[src/hdl/dhtr_pkg.sv]
// Shared constants for the single-wire humidity/temperature sensor receiver.
// No dependencies; imported by the decoder, the top level and the bench checker.
`default_nettype none

package dhtr_pkg;

  localparam int unsigned COUNTER_WIDTH_DEFAULT = 16;
  localparam int unsigned FRAME_BITS            = 40;

  // configuration register indexes
  localparam logic [1:0] CFG_SENSOR_KIND  = 2'd0;
  localparam logic [1:0] CFG_RESET_LOW    = 2'd1;
  localparam logic [1:0] CFG_EDGE_TIMEOUT = 2'd2;
  localparam logic [1:0] CFG_SAMPLE_DELAY = 2'd3;

  localparam logic        SENSOR_KIND_RST  = 1'b1;
  localparam logic [15:0] RESET_LOW_RST    = 16'd4600;
  localparam logic [7:0]  EDGE_TIMEOUT_RST = 8'd100;
  localparam logic [7:0]  SAMPLE_DELAY_RST = 8'd30;

  // status codes
  localparam logic [3:0] ST_OK          = 4'd0;
  localparam logic [3:0] ST_RESP_LOW_TO = 4'd1;
  localparam logic [3:0] ST_RESP_HI_TO  = 4'd2;
  localparam logic [3:0] ST_BIT_FALL_TO = 4'd3;
  localparam logic [3:0] ST_BIT_RISE_TO = 4'd4;
  localparam logic [3:0] ST_NO_STOP     = 4'd5;
  localparam logic [3:0] ST_RELEASE_TO  = 4'd6;
  localparam logic [3:0] ST_TOO_MANY    = 4'd7;
  localparam logic [3:0] ST_CHECKSUM    = 4'd8;

  localparam logic [6:0] SCALE_WHOLE  = 7'd100;
  localparam logic [6:0] SCALE_TENTHS = 7'd10;

  typedef struct packed {
    logic [3:0]         status;
    logic [19:0]        humidity;
    logic signed [19:0] temperature;
  } decode_t;

endpackage

`default_nettype wire

[src/hdl/dhtr_stream_if.sv]
// Valid/ready channel interfaces for line samples in and per-tick results out.
// Depends on nothing beyond plain logic types.
`default_nettype none

interface dhtr_in_if;
  logic valid;
  logic ready;
  logic start_req;
  logic line_level;

  modport source (output valid, output start_req, output line_level, input ready);
  modport sink   (input valid, input start_req, input line_level, output ready);
endinterface

interface dhtr_out_if;
  logic               valid;
  logic               ready;
  logic               drive_low;
  logic               done_res;
  logic [3:0]         status;
  logic [19:0]        humidity;
  logic signed [19:0] temperature;

  modport source (output valid, output drive_low, output done_res, output status,
                  output humidity, output temperature, input ready);
  modport sink   (input valid, input drive_low, input done_res, input status,
                  input humidity, input temperature, output ready);
endinterface

`default_nettype wire

[src/hdl/dhtr_decode.sv]
// Frame decoder: byte-sum checksum and humidity/temperature scaling.
// Depends on dhtr_pkg.
`default_nettype none

module dhtr_decode (
  input  wire logic [39:0]      frame_i,
  input  wire logic             sensor_kind_i,
  output dhtr_pkg::decode_t     result_o
);
  import dhtr_pkg::*;

  logic [7:0]  b0, b1, b2, b3, b4;
  logic [7:0]  sum8;
  logic [15:0] hum_base, mag_base;
  logic [6:0]  scale;
  logic [22:0] hum_full, mag_full;
  logic [19:0] mag;

  assign b0 = frame_i[39:32];
  assign b1 = frame_i[31:24];
  assign b2 = frame_i[23:16];
  assign b3 = frame_i[15:8];
  assign b4 = frame_i[7:0];

  assign sum8 = b0 + b1 + b2 + b3;

  always_comb begin
    if (sensor_kind_i) begin
      hum_base = {b0, b1};
      mag_base = {1'b0, b2[6:0], b3};
      scale    = SCALE_TENTHS;
    end else begin
      hum_base = {8'd0, b0};
      mag_base = {9'd0, b2[6:0]};
      scale    = SCALE_WHOLE;
    end
  end

  assign hum_full = 23'(hum_base) * 23'(scale);
  assign mag_full = 23'(mag_base) * 23'(scale);
  assign mag      = mag_full[19:0];

  always_comb begin
    if (sum8 != b4) begin
      result_o.status      = ST_CHECKSUM;
      result_o.humidity    = '0;
      result_o.temperature = '0;
    end else begin
      result_o.status      = ST_OK;
      result_o.humidity    = hum_full[19:0];
      // sign flag in bit 7 of the temperature high byte
      result_o.temperature = b2[7] ? $signed(20'd0 - mag) : $signed(mag);
    end
  end

endmodule

`default_nettype wire

[src/hdl/dht_sensor_receiver.sv]
// Top level of the single-wire sensor receiver: sequencer, config registers,
// output register. Depends on dhtr_pkg, dhtr_stream_if and dhtr_decode.
//
// Usage: in_i carries one line sample per transaction (start_req, line_level);
// every accepted sample produces exactly one result transaction on out_o with
// drive_low for the next tick, and done_res/status/humidity/temperature on the
// tick a read ends. A read starts on start_req while idle, drives the line low
// for reset_low_ticks samples, then times the sensor response and 40 data
// bits, checks the stop pulse and the checksum.
// The result of a sample sits in the output register the cycle after it is
// accepted. Throughput is one sample per cycle while out_o is ready; the
// sequencer state and the single output register set that figure, and a new
// sample is taken in the same cycle the previous result is taken.
// When the receiver stalls, the output register holds and in_i.ready drops
// until the result is taken; no sample is lost. Sample timing is in accepted
// transactions, not clock cycles.
// Reset (rst_ni low) returns the sequencer to idle, clears counters and the
// frame, empties the output register and loads the default configuration.
// Configuration writes through cfg_we_i/cfg_idx_i/cfg_data_i take effect at
// once and are meant to be made while no read is in progress.
`default_nettype none

module dht_sensor_receiver #(
  parameter int unsigned COUNTER_WIDTH = dhtr_pkg::COUNTER_WIDTH_DEFAULT
) (
  input  wire logic        clk_i,
  input  wire logic        rst_ni,
  input  wire logic        cfg_we_i,
  input  wire logic [1:0]  cfg_idx_i,
  input  wire logic [15:0] cfg_data_i,
  dhtr_in_if.sink          in_i,
  dhtr_out_if.source       out_o
);
  import dhtr_pkg::*;

  localparam int unsigned EW = (COUNTER_WIDTH > 16) ? COUNTER_WIDTH : 16;
  localparam logic [COUNTER_WIDTH-1:0] CNT_MAX = '1;

  typedef enum logic [3:0] {
    PH_IDLE      = 4'd0,
    PH_REQ_LOW   = 4'd1,
    PH_RESP_FALL = 4'd2,
    PH_RESP_RISE = 4'd3,
    PH_BIT_FALL  = 4'd4,
    PH_BIT_RISE  = 4'd5,
    PH_BIT_WAIT  = 4'd6,
    PH_STOP_FALL = 4'd7,
    PH_STOP_RISE = 4'd8
  } phase_e;

  // configuration
  logic        sensor_kind_q;
  logic [15:0] reset_low_q;
  logic [7:0]  edge_timeout_q;
  logic [7:0]  sample_delay_q;

  always_ff @(posedge clk_i or negedge rst_ni) begin
    if (!rst_ni) begin
      sensor_kind_q  <= SENSOR_KIND_RST;
      reset_low_q    <= RESET_LOW_RST;
      edge_timeout_q <= EDGE_TIMEOUT_RST;
      sample_delay_q <= SAMPLE_DELAY_RST;
    end else if (cfg_we_i) begin
      unique case (cfg_idx_i)
        CFG_SENSOR_KIND:  sensor_kind_q  <= cfg_data_i[0];
        CFG_RESET_LOW:    reset_low_q    <= cfg_data_i;
        CFG_EDGE_TIMEOUT: edge_timeout_q <= cfg_data_i[7:0];
        CFG_SAMPLE_DELAY: sample_delay_q <= cfg_data_i[7:0];
        default: ;
      endcase
    end
  end

  // sequencer state
  phase_e                   phase_q, phase_d;
  logic [COUNTER_WIDTH-1:0] tick_q, tick_d;
  logic [5:0]               bit_idx_q, bit_idx_d;
  logic [39:0]              frame_q, frame_d;
  logic                     stop_round_q, stop_round_d;

  // output register
  logic               out_valid_q;
  logic               drive_low_q, drive_low_d;
  logic               done_q, done_d;
  logic [3:0]         status_q, status_d;
  logic [19:0]        hum_q, hum_d;
  logic signed [19:0] temp_q, temp_d;

  logic                     in_acc;
  logic [COUNTER_WIDTH-1:0] tick_inc;
  logic [EW-1:0]            inc_ext;
  logic [15:0]              low_len;
  logic [7:0]               dly;
  logic                     edge_to;
  logic [5:0]               bit_next;
  decode_t                  dec;

  assign in_i.ready = !out_valid_q || out_o.ready;
  assign in_acc     = in_i.valid && in_i.ready;

  assign tick_inc = (tick_q == CNT_MAX) ? tick_q : tick_q + COUNTER_WIDTH'(1);
  assign inc_ext  = EW'(tick_inc);
  assign low_len  = (reset_low_q == '0) ? 16'd1 : reset_low_q;
  assign dly      = (sample_delay_q == '0) ? 8'd1 : sample_delay_q;
  assign edge_to  = inc_ext > EW'(edge_timeout_q);
  assign bit_next = bit_idx_q + 6'd1;

  dhtr_decode u_decode (
    .frame_i       (frame_q),
    .sensor_kind_i (sensor_kind_q),
    .result_o      (dec)
  );

  always_comb begin
    phase_d      = phase_q;
    tick_d       = tick_q;
    bit_idx_d    = bit_idx_q;
    frame_d      = frame_q;
    stop_round_d = stop_round_q;
    drive_low_d  = 1'b0;
    done_d       = 1'b0;
    status_d     = ST_OK;
    hum_d        = '0;
    temp_d       = '0;

    unique case (phase_q)
      PH_IDLE: begin
        if (in_i.start_req) begin
          drive_low_d  = 1'b1;
          bit_idx_d    = '0;
          frame_d      = '0;
          stop_round_d = 1'b0;
          if (low_len == 16'd1) begin
            phase_d = PH_RESP_FALL;
            tick_d  = '0;
          end else begin
            phase_d = PH_REQ_LOW;
            tick_d  = COUNTER_WIDTH'(1);
          end
        end
      end
      PH_REQ_LOW: begin
        drive_low_d = 1'b1;
        tick_d      = tick_inc;
        if (inc_ext >= EW'(low_len) || tick_inc == CNT_MAX) begin
          phase_d = PH_RESP_FALL;
          tick_d  = '0;
        end
      end
      PH_RESP_FALL, PH_BIT_FALL: begin
        if (in_i.line_level) begin
          tick_d = tick_inc;
          if (edge_to) begin
            phase_d  = PH_IDLE;
            tick_d   = '0;
            done_d   = 1'b1;
            status_d = (phase_q == PH_RESP_FALL) ? ST_RESP_LOW_TO : ST_BIT_FALL_TO;
          end
        end else begin
          phase_d = (phase_q == PH_RESP_FALL) ? PH_RESP_RISE : PH_BIT_RISE;
          tick_d  = '0;
        end
      end
      PH_RESP_RISE, PH_BIT_RISE: begin
        if (!in_i.line_level) begin
          tick_d = tick_inc;
          if (edge_to) begin
            phase_d  = PH_IDLE;
            tick_d   = '0;
            done_d   = 1'b1;
            status_d = (phase_q == PH_RESP_RISE) ? ST_RESP_HI_TO : ST_BIT_RISE_TO;
          end
        end else begin
          phase_d = (phase_q == PH_RESP_RISE) ? PH_BIT_FALL : PH_BIT_WAIT;
          tick_d  = '0;
        end
      end
      PH_BIT_WAIT: begin
        tick_d = tick_inc;
        if (inc_ext >= EW'(dly) || tick_inc == CNT_MAX) begin
          frame_d   = {frame_q[38:0], in_i.line_level};
          bit_idx_d = bit_next;
          tick_d    = '0;
          if (bit_next >= 6'(FRAME_BITS)) begin
            phase_d      = PH_STOP_FALL;
            stop_round_d = 1'b0;
          end else begin
            phase_d = PH_BIT_FALL;
          end
        end
      end
      PH_STOP_FALL: begin
        if (in_i.line_level) begin
          tick_d = tick_inc;
          if (edge_to) begin
            phase_d = PH_IDLE;
            tick_d  = '0;
            done_d  = 1'b1;
            if (stop_round_q) begin
              status_d = dec.status;
              hum_d    = dec.humidity;
              temp_d   = dec.temperature;
            end else begin
              status_d = ST_NO_STOP;
            end
          end
        end else begin
          // low wait keeps counting from the high wait
          phase_d = PH_STOP_RISE;
        end
      end
      PH_STOP_RISE: begin
        if (!in_i.line_level) begin
          tick_d = tick_inc;
          if (edge_to) begin
            phase_d  = PH_IDLE;
            tick_d   = '0;
            done_d   = 1'b1;
            status_d = ST_RELEASE_TO;
          end
        end else if (!stop_round_q) begin
          stop_round_d = 1'b1;
          phase_d      = PH_STOP_FALL;
          tick_d       = '0;
        end else begin
          phase_d  = PH_IDLE;
          tick_d   = '0;
          done_d   = 1'b1;
          status_d = ST_TOO_MANY;
        end
      end
      default: begin
        phase_d = PH_IDLE;
        tick_d  = '0;
      end
    endcase
  end

  always_ff @(posedge clk_i or negedge rst_ni) begin
    if (!rst_ni) begin
      phase_q      <= PH_IDLE;
      tick_q       <= '0;
      bit_idx_q    <= '0;
      frame_q      <= '0;
      stop_round_q <= 1'b0;
      out_valid_q  <= 1'b0;
    end else begin
      if (in_acc) begin
        phase_q      <= phase_d;
        tick_q       <= tick_d;
        bit_idx_q    <= bit_idx_d;
        frame_q      <= frame_d;
        stop_round_q <= stop_round_d;
        out_valid_q  <= 1'b1;
      end else if (out_o.ready) begin
        out_valid_q  <= 1'b0;
      end
    end
  end

  always_ff @(posedge clk_i) begin
    if (in_acc) begin
      drive_low_q <= drive_low_d;
      done_q      <= done_d;
      status_q    <= status_d;
      hum_q       <= hum_d;
      temp_q      <= temp_d;
    end
  end

  assign out_o.valid       = out_valid_q;
  assign out_o.drive_low   = drive_low_q;
  assign out_o.done_res    = done_q;
  assign out_o.status      = status_q;
  assign out_o.humidity    = hum_q;
  assign out_o.temperature = temp_q;

  a_start_leaves_idle: assert property (@(posedge clk_i) disable iff (!rst_ni)
    in_acc && phase_q == PH_IDLE && in_i.start_req |=> phase_q != PH_IDLE)
    else $error("start request did not leave idle");

  a_done_returns_idle: assert property (@(posedge clk_i) disable iff (!rst_ni)
    in_acc && done_d |=> phase_q == PH_IDLE && tick_q == '0)
    else $error("finished transaction did not return to idle");

  a_quiet_fields: assert property (@(posedge clk_i) disable iff (!rst_ni)
    out_valid_q && !done_q |-> status_q == ST_OK && hum_q == '0 && temp_q == '0)
    else $error("result fields set without done");

  a_bit_index_bound: assert property (@(posedge clk_i) disable iff (!rst_ni)
    bit_idx_q <= 6'(FRAME_BITS))
    else $error("bit index beyond frame length");

  a_drive_only_request: assert property (@(posedge clk_i) disable iff (!rst_ni)
    in_acc && drive_low_d |=> phase_q == PH_REQ_LOW || phase_q == PH_RESP_FALL)
    else $error("line driven outside request pulse");

endmodule

`default_nettype wire

[src/flat_wrapper.sv]
// flat-port wrapper written by rule: the top's interface ports become plain ports
module dht_sensor_receiver_flat import dhtr_pkg::*;
#(
  parameter int unsigned COUNTER_WIDTH = dhtr_pkg::COUNTER_WIDTH_DEFAULT
)
  (clk_i, rst_ni, cfg_we_i, cfg_idx_i, cfg_data_i, in_i_valid, in_i_start_req, in_i_line_level, in_i_ready, out_o_valid, out_o_drive_low, out_o_done_res, out_o_status, out_o_humidity, out_o_temperature, out_o_ready);
  dhtr_in_if in_i_i ();
  dhtr_out_if out_o_i ();
  input  wire logic clk_i;
  input  wire logic rst_ni;
  input  wire logic cfg_we_i;
  input  wire logic [1:0] cfg_idx_i;
  input  wire logic [15:0] cfg_data_i;
  input wire logic [$bits(in_i_i.valid)-1:0] in_i_valid;
  input wire logic [$bits(in_i_i.start_req)-1:0] in_i_start_req;
  input wire logic [$bits(in_i_i.line_level)-1:0] in_i_line_level;
  output wire logic [$bits(in_i_i.ready)-1:0] in_i_ready;
  output wire logic [$bits(out_o_i.valid)-1:0] out_o_valid;
  output wire logic [$bits(out_o_i.drive_low)-1:0] out_o_drive_low;
  output wire logic [$bits(out_o_i.done_res)-1:0] out_o_done_res;
  output wire logic [$bits(out_o_i.status)-1:0] out_o_status;
  output wire logic [$bits(out_o_i.humidity)-1:0] out_o_humidity;
  output wire logic [$bits(out_o_i.temperature)-1:0] out_o_temperature;
  input wire logic [$bits(out_o_i.ready)-1:0] out_o_ready;
  assign in_i_i.valid = in_i_valid;
  assign in_i_i.start_req = in_i_start_req;
  assign in_i_i.line_level = in_i_line_level;
  assign in_i_ready = in_i_i.ready;
  assign out_o_valid = out_o_i.valid;
  assign out_o_drive_low = out_o_i.drive_low;
  assign out_o_done_res = out_o_i.done_res;
  assign out_o_status = out_o_i.status;
  assign out_o_humidity = out_o_i.humidity;
  assign out_o_temperature = out_o_i.temperature;
  assign out_o_i.ready = out_o_ready;
  dht_sensor_receiver #(.COUNTER_WIDTH(COUNTER_WIDTH)) u_core (.clk_i(clk_i), .rst_ni(rst_ni), .cfg_we_i(cfg_we_i), .cfg_idx_i(cfg_idx_i), .cfg_data_i(cfg_data_i), .in_i(in_i_i), .out_o(out_o_i));
endmodule
[config.mk]
export PLATFORM = sky130hd
export DESIGN_NAME = dht_sensor_receiver_flat
export DESIGN_NICKNAME = d
export VERILOG_FILES = /design/src/hdl/dhtr_pkg.sv /design/src/hdl/dhtr_stream_if.sv /design/src/hdl/dhtr_decode.sv /design/src/hdl/dht_sensor_receiver.sv /design/src/flat_wrapper.sv
export SDC_FILE = /design/constraint.sdc
export NUM_CORES = 1
export LEC_CHECK = 0
export ABC_AREA = 1
export BUFFER_PORTS_ARGS = -buffer_cell sky130_fd_sc_hd__buf_2
export CAP_MARGIN = 20
export CORE_MARGIN = 2
export CORE_UTILIZATION = 60
export DETAILED_ROUTE_END_ITERATION = 7
export PLACE_DENSITY = 0.79
export SLEW_MARGIN = 20
export SYNTH_ARGS = -nofsm -noshare
export SYNTH_HDL_FRONTEND = slang
export SYNTH_SLANG_ARGS = --single-unit
[constraint.sdc]
create_clock -name clk_i -period 12.95 [get_ports clk_i]
set_input_delay 0.6475 -clock clk_i [delete_from_list [all_inputs] [get_ports clk_i]]
set_output_delay 0.6475 -clock clk_i [all_outputs]
set_load 0.01 [all_outputs]
=== Word-level counts from Yosys, hierarchy flattened ===
Index checks and enable logic that the tools add are counted.

* $add $sub $neg: 6
* Multiply operators: 2
* Order comparisons: 4
* Eq/ne operators: 21
* Mux-type cells: 65
* Bitwise operators: 4
* Reduce and logical (&&, ||, !) cells: 25

{| class="wikitable"
|+ Operator list
! cell !! number
|-
| 16-bit 2-to-1 mux || 10
|-
| 16-bit case mux with 6 select lines || 1
|-
| 40-bit 2-to-1 mux || 2
|-
| 40-bit case mux with 2 select lines || 1
|-
| 4-bit 2-to-1 mux || 16
|-
| 44-bit 2-to-1 mux || 1
|-
| 16-bit by 7-bit multiplier with 20-bit output || 2
|-
| 16-bit equality test, second input constant || 2
|-
| 4-bit case mux with 7 select lines || 1
|-
| 8-bit adder || 3
|-
| 20-bit 2-to-1 mux || 1
|-
| 1-bit by 20-bit subtractor with 20-bit output, first input constant || 1
|-
| 16-bit by 1-bit adder with 16-bit output, second input constant || 1
|-
| 16-bit by 1-bit equality test with 1-bit output, second input constant || 1
|-
| 4-bit by 3-bit equality test with 1-bit output, second input constant || 4
|-
| 16-bit greater-or-equal comparator || 1
|-
| 16-bit by 8-bit greater-or-equal comparator with 1-bit output || 1
|-
| 16-bit by 8-bit greater-than comparator with 1-bit output || 1
|-
| 16-bit zero test || 1
|-
| 4-bit case mux with 4 select lines || 1
|-
| 15-bit 2-to-1 mux || 1
|-
| 3-bit 2-to-1 mux || 5
|-
| 1-bit 2-to-1 mux || 13
|-
| 6-bit 2-to-1 mux || 2
|-
| other kinds (32) || 54
|}

* Register bits: 147
* Input port bits: 25
* Word-level logic and storage cells: 142

=== Depth between registers and ports, before layout ===
* Depth after elaboration: 9
* Gate-level depth with buffers: 26
* Depth with buffers taken out: 24

=== Hierarchy ===
Synthesis repeated with hierarchy kept, for this count alone.

* Cells, all modules: 1751
* Area, all modules: 13714.4 um2

{| class="wikitable"
|+ By module, submodules not included
! module !! times used !! cells each !! area each (um2) !! sequential area each (um2)
|-
| dht_sensor_receiver || 1 || 898 || 7821.3 || 3927.5
|-
| dhtr_decode || 1 || 853 || 5893.2 || 0.0
|}

=== Worst setup path after synthesis ===
OpenSTA, ideal clock, no wires.

* Kind: register to register
* From: register u_core.sensor_kind_q
* To: register u_core.temp_q[18], in the netlist u_core.out_o.temperature[18], data pin
* Library setup time: 0.253 ns
* Data arrival time: 4.599 ns
* Required time: 12.697 ns
* Slack: 8.098 ns
* Stages on the path, launching flop included: 20
* Buffers on the path: 3
* Cells stage by stage: dfstp_2 > buf_2 > clkbuf_1 > buf_1 > nor2_1 > ha_1 > fa_1 > fa_1 > ha_1 > ha_1 > a21oi_1 > nand2_1 > xor2_1 > nand3b_1 > nor2_1 > nand3_1 > o21ai_1 > nand3_1 > nor2_1 > nor2_1

* Word-level cells in the longest chain between the ends: 4

{| class="wikitable"
|+ RTL lines
! what !! line !! source
|-
| start: declaration || dht_sensor_receiver.sv:52 || <nowiki>logic sensor_kind_q;</nowiki>
|-
| start signal: assignment || dht_sensor_receiver.sv:65 || <nowiki>CFG_SENSOR_KIND: sensor_kind_q <= cfg_data_i[0];</nowiki>
|-
| 15-bit 2-to-1 mux / 7-bit 2-to-1 mux (equally long branches) || dhtr_decode.sv:28 || <nowiki>if (sensor_kind_i) begin</nowiki>
|-
| 16-bit by 7-bit multiplier with 20-bit output * || dhtr_decode.sv:40 || <nowiki>assign mag_full = 23'(mag_base) * 23'(scale);</nowiki>
|-
| 1-bit by 20-bit subtractor with 20-bit output || dhtr_decode.sv:52 || <nowiki>result_o.temperature = b2[7] ? $signed(20'd0 - mag) : $signed(mag);</nowiki>
|-
| 20-bit 2-to-1 mux * || dhtr_decode.sv:52 ||
|-
| end signal: assignment || dht_sensor_receiver.sv:267 || <nowiki>temp_q <= temp_d;</nowiki>
|-
| end: declaration || dht_sensor_receiver.sv:87 || <nowiki>logic signed [19:0] temp_q, temp_d;</nowiki>
|}

Every way passes the cells marked *; elsewhere a longest branch is shown, timed or not.
A chain may end at the register's enable or synchronous reset.

=== Worst setup path after layout ===
* From: register u_core.sensor_kind_q
* To: register u_core.temp_q[19], in the netlist u_core.out_o.temperature[19], data pin

The elaborated chain is that of the path after synthesis.

==> results.yml <==
run_status:
  status: "completed"
sta:
  final.min_clock_period_ns: 5.41
  max_freq_mhz: 185
  maxSlewHeadroom_pct: 31.7
  drv_slew: 0
  rsz0062_at_grt: "no"
  finalCritPeriodShare_pct: 41.7
  hold_viol: 0
  holdWs_ns: 0.212
  worst-slew-pin-transition_ns: 1.02
  setup_viol: 0
  finalClockSkew_ns: 0.0111
  fin_tns_setup_ns: 0
placement:
  portBuffers: 70
  numPlacedInstances: 1929
  dp_hpwl_mm: 21.3
  routabilityCongestion: 0.918
cells_and_area:
  insertedDiodeCount: 0
  fin_util_pct: 67.2
  syn_to_final_growth_pct: 9.40
  post_layout_nonfiller_instances: 1961
  drive_gt1_share_pct: 10.2
  layout_common_cells: "324 x nand2_1, 277 x inv_1, 162 x ha_1"
  nets: 1925
  final_common_cell: "nand2_1"
floorplan:
  start_util_pct: 61.5
  ios: 73
  core_area_um2: 21100
  die_area_um2: 22800
  die_x_um: 151
  die_y_um: 151
  rows: 53
detailed_routing:
  dr.first_iter.drc_count: 659
  maxUsedRoutingLayer: "met4"
  firstDrtPassIters: 6
  via_per_inst: 5.38
  avgRoutedWirePerCell_um: 14.3
  drt_wl_total_mm: 28.0
  drc: 0
  detail-route-antenna-nets: 0
  wl_met3_mm: 1.38
  wl_met1_mm: 11.8
  wl_met2_mm: 13.9
  vias: 10541
yosys:
  yosys.area.top_type_share_pct: 16.6
  synthCells: 1611
  synth.area.top_cells: "dfrtp_1 17%, ha_1 16%, edfxtp_1 10%"
  synth_cell_types: 45
  synthArstFlopShare_pct: 69.7
  yosys.area.top_type: "dfrtp_1"
  yosysSeqAreaShare_pct: 29.8
  yosys_warnings: 0
  ys_dominant_reg_cell: "dfrtp_1"
  synth.cell_area_um2: 13000
  synth-seq-cells: 145
  avgSynthCellArea_um2: 8.05
  synth_enable_flop_cells: 44
cts:
  clock_sinks: 145
  numCtsBuffers: 17
  htreeDepth: 4
  insertion_delay_ns: 0.43
  cts_root_buf: "clkbuf_16"
  cts_resized: 0
  cts_hold_buf: 0
  cts_tree: "built"
  cts_buffer_depth: 2
  cts_setup_buffers: 0
  clkTransAtPathRegs_ns: 0.07
critical_path:
  crit_buf_inv: 3
  r2r_slack_ns: 7.54
  r2r-end: "u_core.out_o.temperature[19]$_SDFFCE_PP0P_"
  end_kind: "flop"
  r2r_start: "u_core.sensor_kind_q$_DFFE_PN1P_"
  crit_fanout: 53
  path_cells: "inv_1 > nand2_1 > inv_1 > ha_1 > fa_1 > fa_1 > ha_1 > ha_1 > nand2_1 > o21ai_0 > inv_1 > nand2_1 > nand2_1 > nand2_1 > nand3_1 > nor2_1 > nand4_1 > nand2_1 > nand2_1 > nor2_1 > nor2_1"
  path_delay_family: "adder cells"
  rr_worst_depth: 21
  worstSetupStartpointType: "flop"
  slowest_stage: "dfstp_2"
  cp_slowest_stage_delay_ns: 1.05
  crit_arrival_ns: 5.60
  crit_required_ns: 13.15
  critical_path_class: "flop to flop"
  cp_common_cell: "nand2_1"
power_and_ir_drop:
  p_per_area_nw_per_um2: 166
  clkPwrFrac_pct: 24.1
  p_int_w: 0.00132
  combPwrFrac_pct: 49.7
  power_switching_w: 0.00104
  leakagePower_nw: 7.78
  netSwitchingFraction_pct: 44.0
  peakVddDrop_mv: 0.107
  sequentialPowerShare_pct: 26.2
grt:
  gr-usage-all-layers_pct: 26.4
  antenna_found_initial: 0
  grt_pass1_vias: 10347
  grt_pass1_wl_mm: 47.9
  grt.overflow.total: 0
  grt_max_degree: 58
job:
  drv_cap: 0
worst_hold_path:
  worstHoldPathType: "primary input to async pin"
[final cells by class]
cell class	count	area, um^2
Sequential cell	145	3870
Timing Repair Buffer	73	375
Tap cell	275	344
Fill cell	1703	6910
Clock inverter	12	176
Clock buffer	20	500
Inverter	282	1060
Multi-Input combinational cell	1154	7860
[state kept, by name, summed over array words and instances, names as in the netlist, 4 cells and up]
signal                    count
u_core.frame_q               40
u_core.out_o.humidity        19
u_core.out_o.temperature     19
u_core.reset_low_q           16
u_core.tick_q                16
u_core.edge_timeout_q         8
u_core.sample_delay_q         8
u_core.bit_idx_q              6
u_core.out_o.status           4
u_core.phase_q                4
[stage by stage]
step / setup slack, ns / area [um^2] / power, W
floorplan: 8.10 / 13100 / 0.00153
global placement: 7.72 / 13500 / 0.00173
detailed placement: 7.62 / 13500 / 0.00177
CTS: 7.56 / 14200 / 0.00236
global route: 6.99 / 14200 / 0.00257
finish: 7.54 / 14200 / 0.00236
[logic make-up after synthesis]
| group | share of synthesized area, % |
|---|---|
| compound gates | 9.72 |
| fa+ha+maj | 25.7 |
| other cells | 0.0289 |
| flops | 29.8 |
| xor+xnor | 3.38 |
| simple gates | 20.8 |
| buf+inv | 10.6 |
[cell usage after synthesis (8+ instances only)]
| master | instances |
|---|---|
| a21oi_1 | 72 |
| clkbuf_1 | 38 |
| dfrtp_1 | 86 |
| dfstp_2 | 15 |
| edfxtp_1 | 44 |
| fa_1 | 65 |
| ha_1 | 162 |
| inv_1 | 277 |
| nand2_1 | 324 |
| nand3_1 | 92 |
| nand4_1 | 14 |
| nor2_1 | 126 |
| nor2_2 | 8 |
| nor2_4 | 11 |
| nor3_1 | 16 |
| o21ai_0 | 105 |
| o21ai_1 | 15 |
| xnor2_1 | 20 |
| xor2_1 | 30 |
[worst register-to-register path: cells and delay by family, from the launching register on]
family	cells	cell delay, ns
buf+inv	3	0.52
compound gates	1	0.26
flops	1	1.05
simple gates	12	1.30
fa+ha+maj	5	2.03
[metal layers]
metal | vias to the layer above | global-route usage [%]
li1 | 5258 | -
met1 | 4904 | 33.1
met2 | 307 | 45.8
met3 | 72 | 4.46
met4 | 0 | 9.81
met5 | - | 0
[power by group through the flow]
stage	logic, W	clock network, W	registers, W
2_1_floorplan	0.000935	0	0.000594
3_3_place_gp	0.00111	0	0.000622
3_5_place_dp	0.00115	0	0.000624
4_1_cts	0.00117	0.000575	0.000616
5_1_grt	0.00135	0.000593	0.000628
6_report	0.00117	0.000567	0.000618
[how the worst max path moves through the flow]
stage	start	to	cells past startpoint	slack [ns]
2_1_floorplan	u_core.sensor_kind_q$_DFFE_PN1P_	u_core.out_o.temperature[18]$_SDFFCE_PP0P_	19	8.10
3_5_place_dp	u_core.sensor_kind_q$_DFFE_PN1P_	u_core.out_o.temperature[19]$_SDFFCE_PP0P_	21	7.62
5_1_grt	u_core.sensor_kind_q$_DFFE_PN1P_	u_core.out_o.temperature[19]$_SDFFCE_PP0P_	21	6.99
6_report	u_core.sensor_kind_q$_DFFE_PN1P_	u_core.out_o.temperature[19]$_SDFFCE_PP0P_	21	7.54
3_3_place_gp	u_core.sensor_kind_q$_DFFE_PN1P_	u_core.out_o.temperature[18]$_SDFFCE_PP0P_	18	7.72
4_1_cts	u_core.sensor_kind_q$_DFFE_PN1P_	u_core.out_o.temperature[19]$_SDFFCE_PP0P_	21	7.56
No activity file was read; power rests on OpenSTA's default activity.
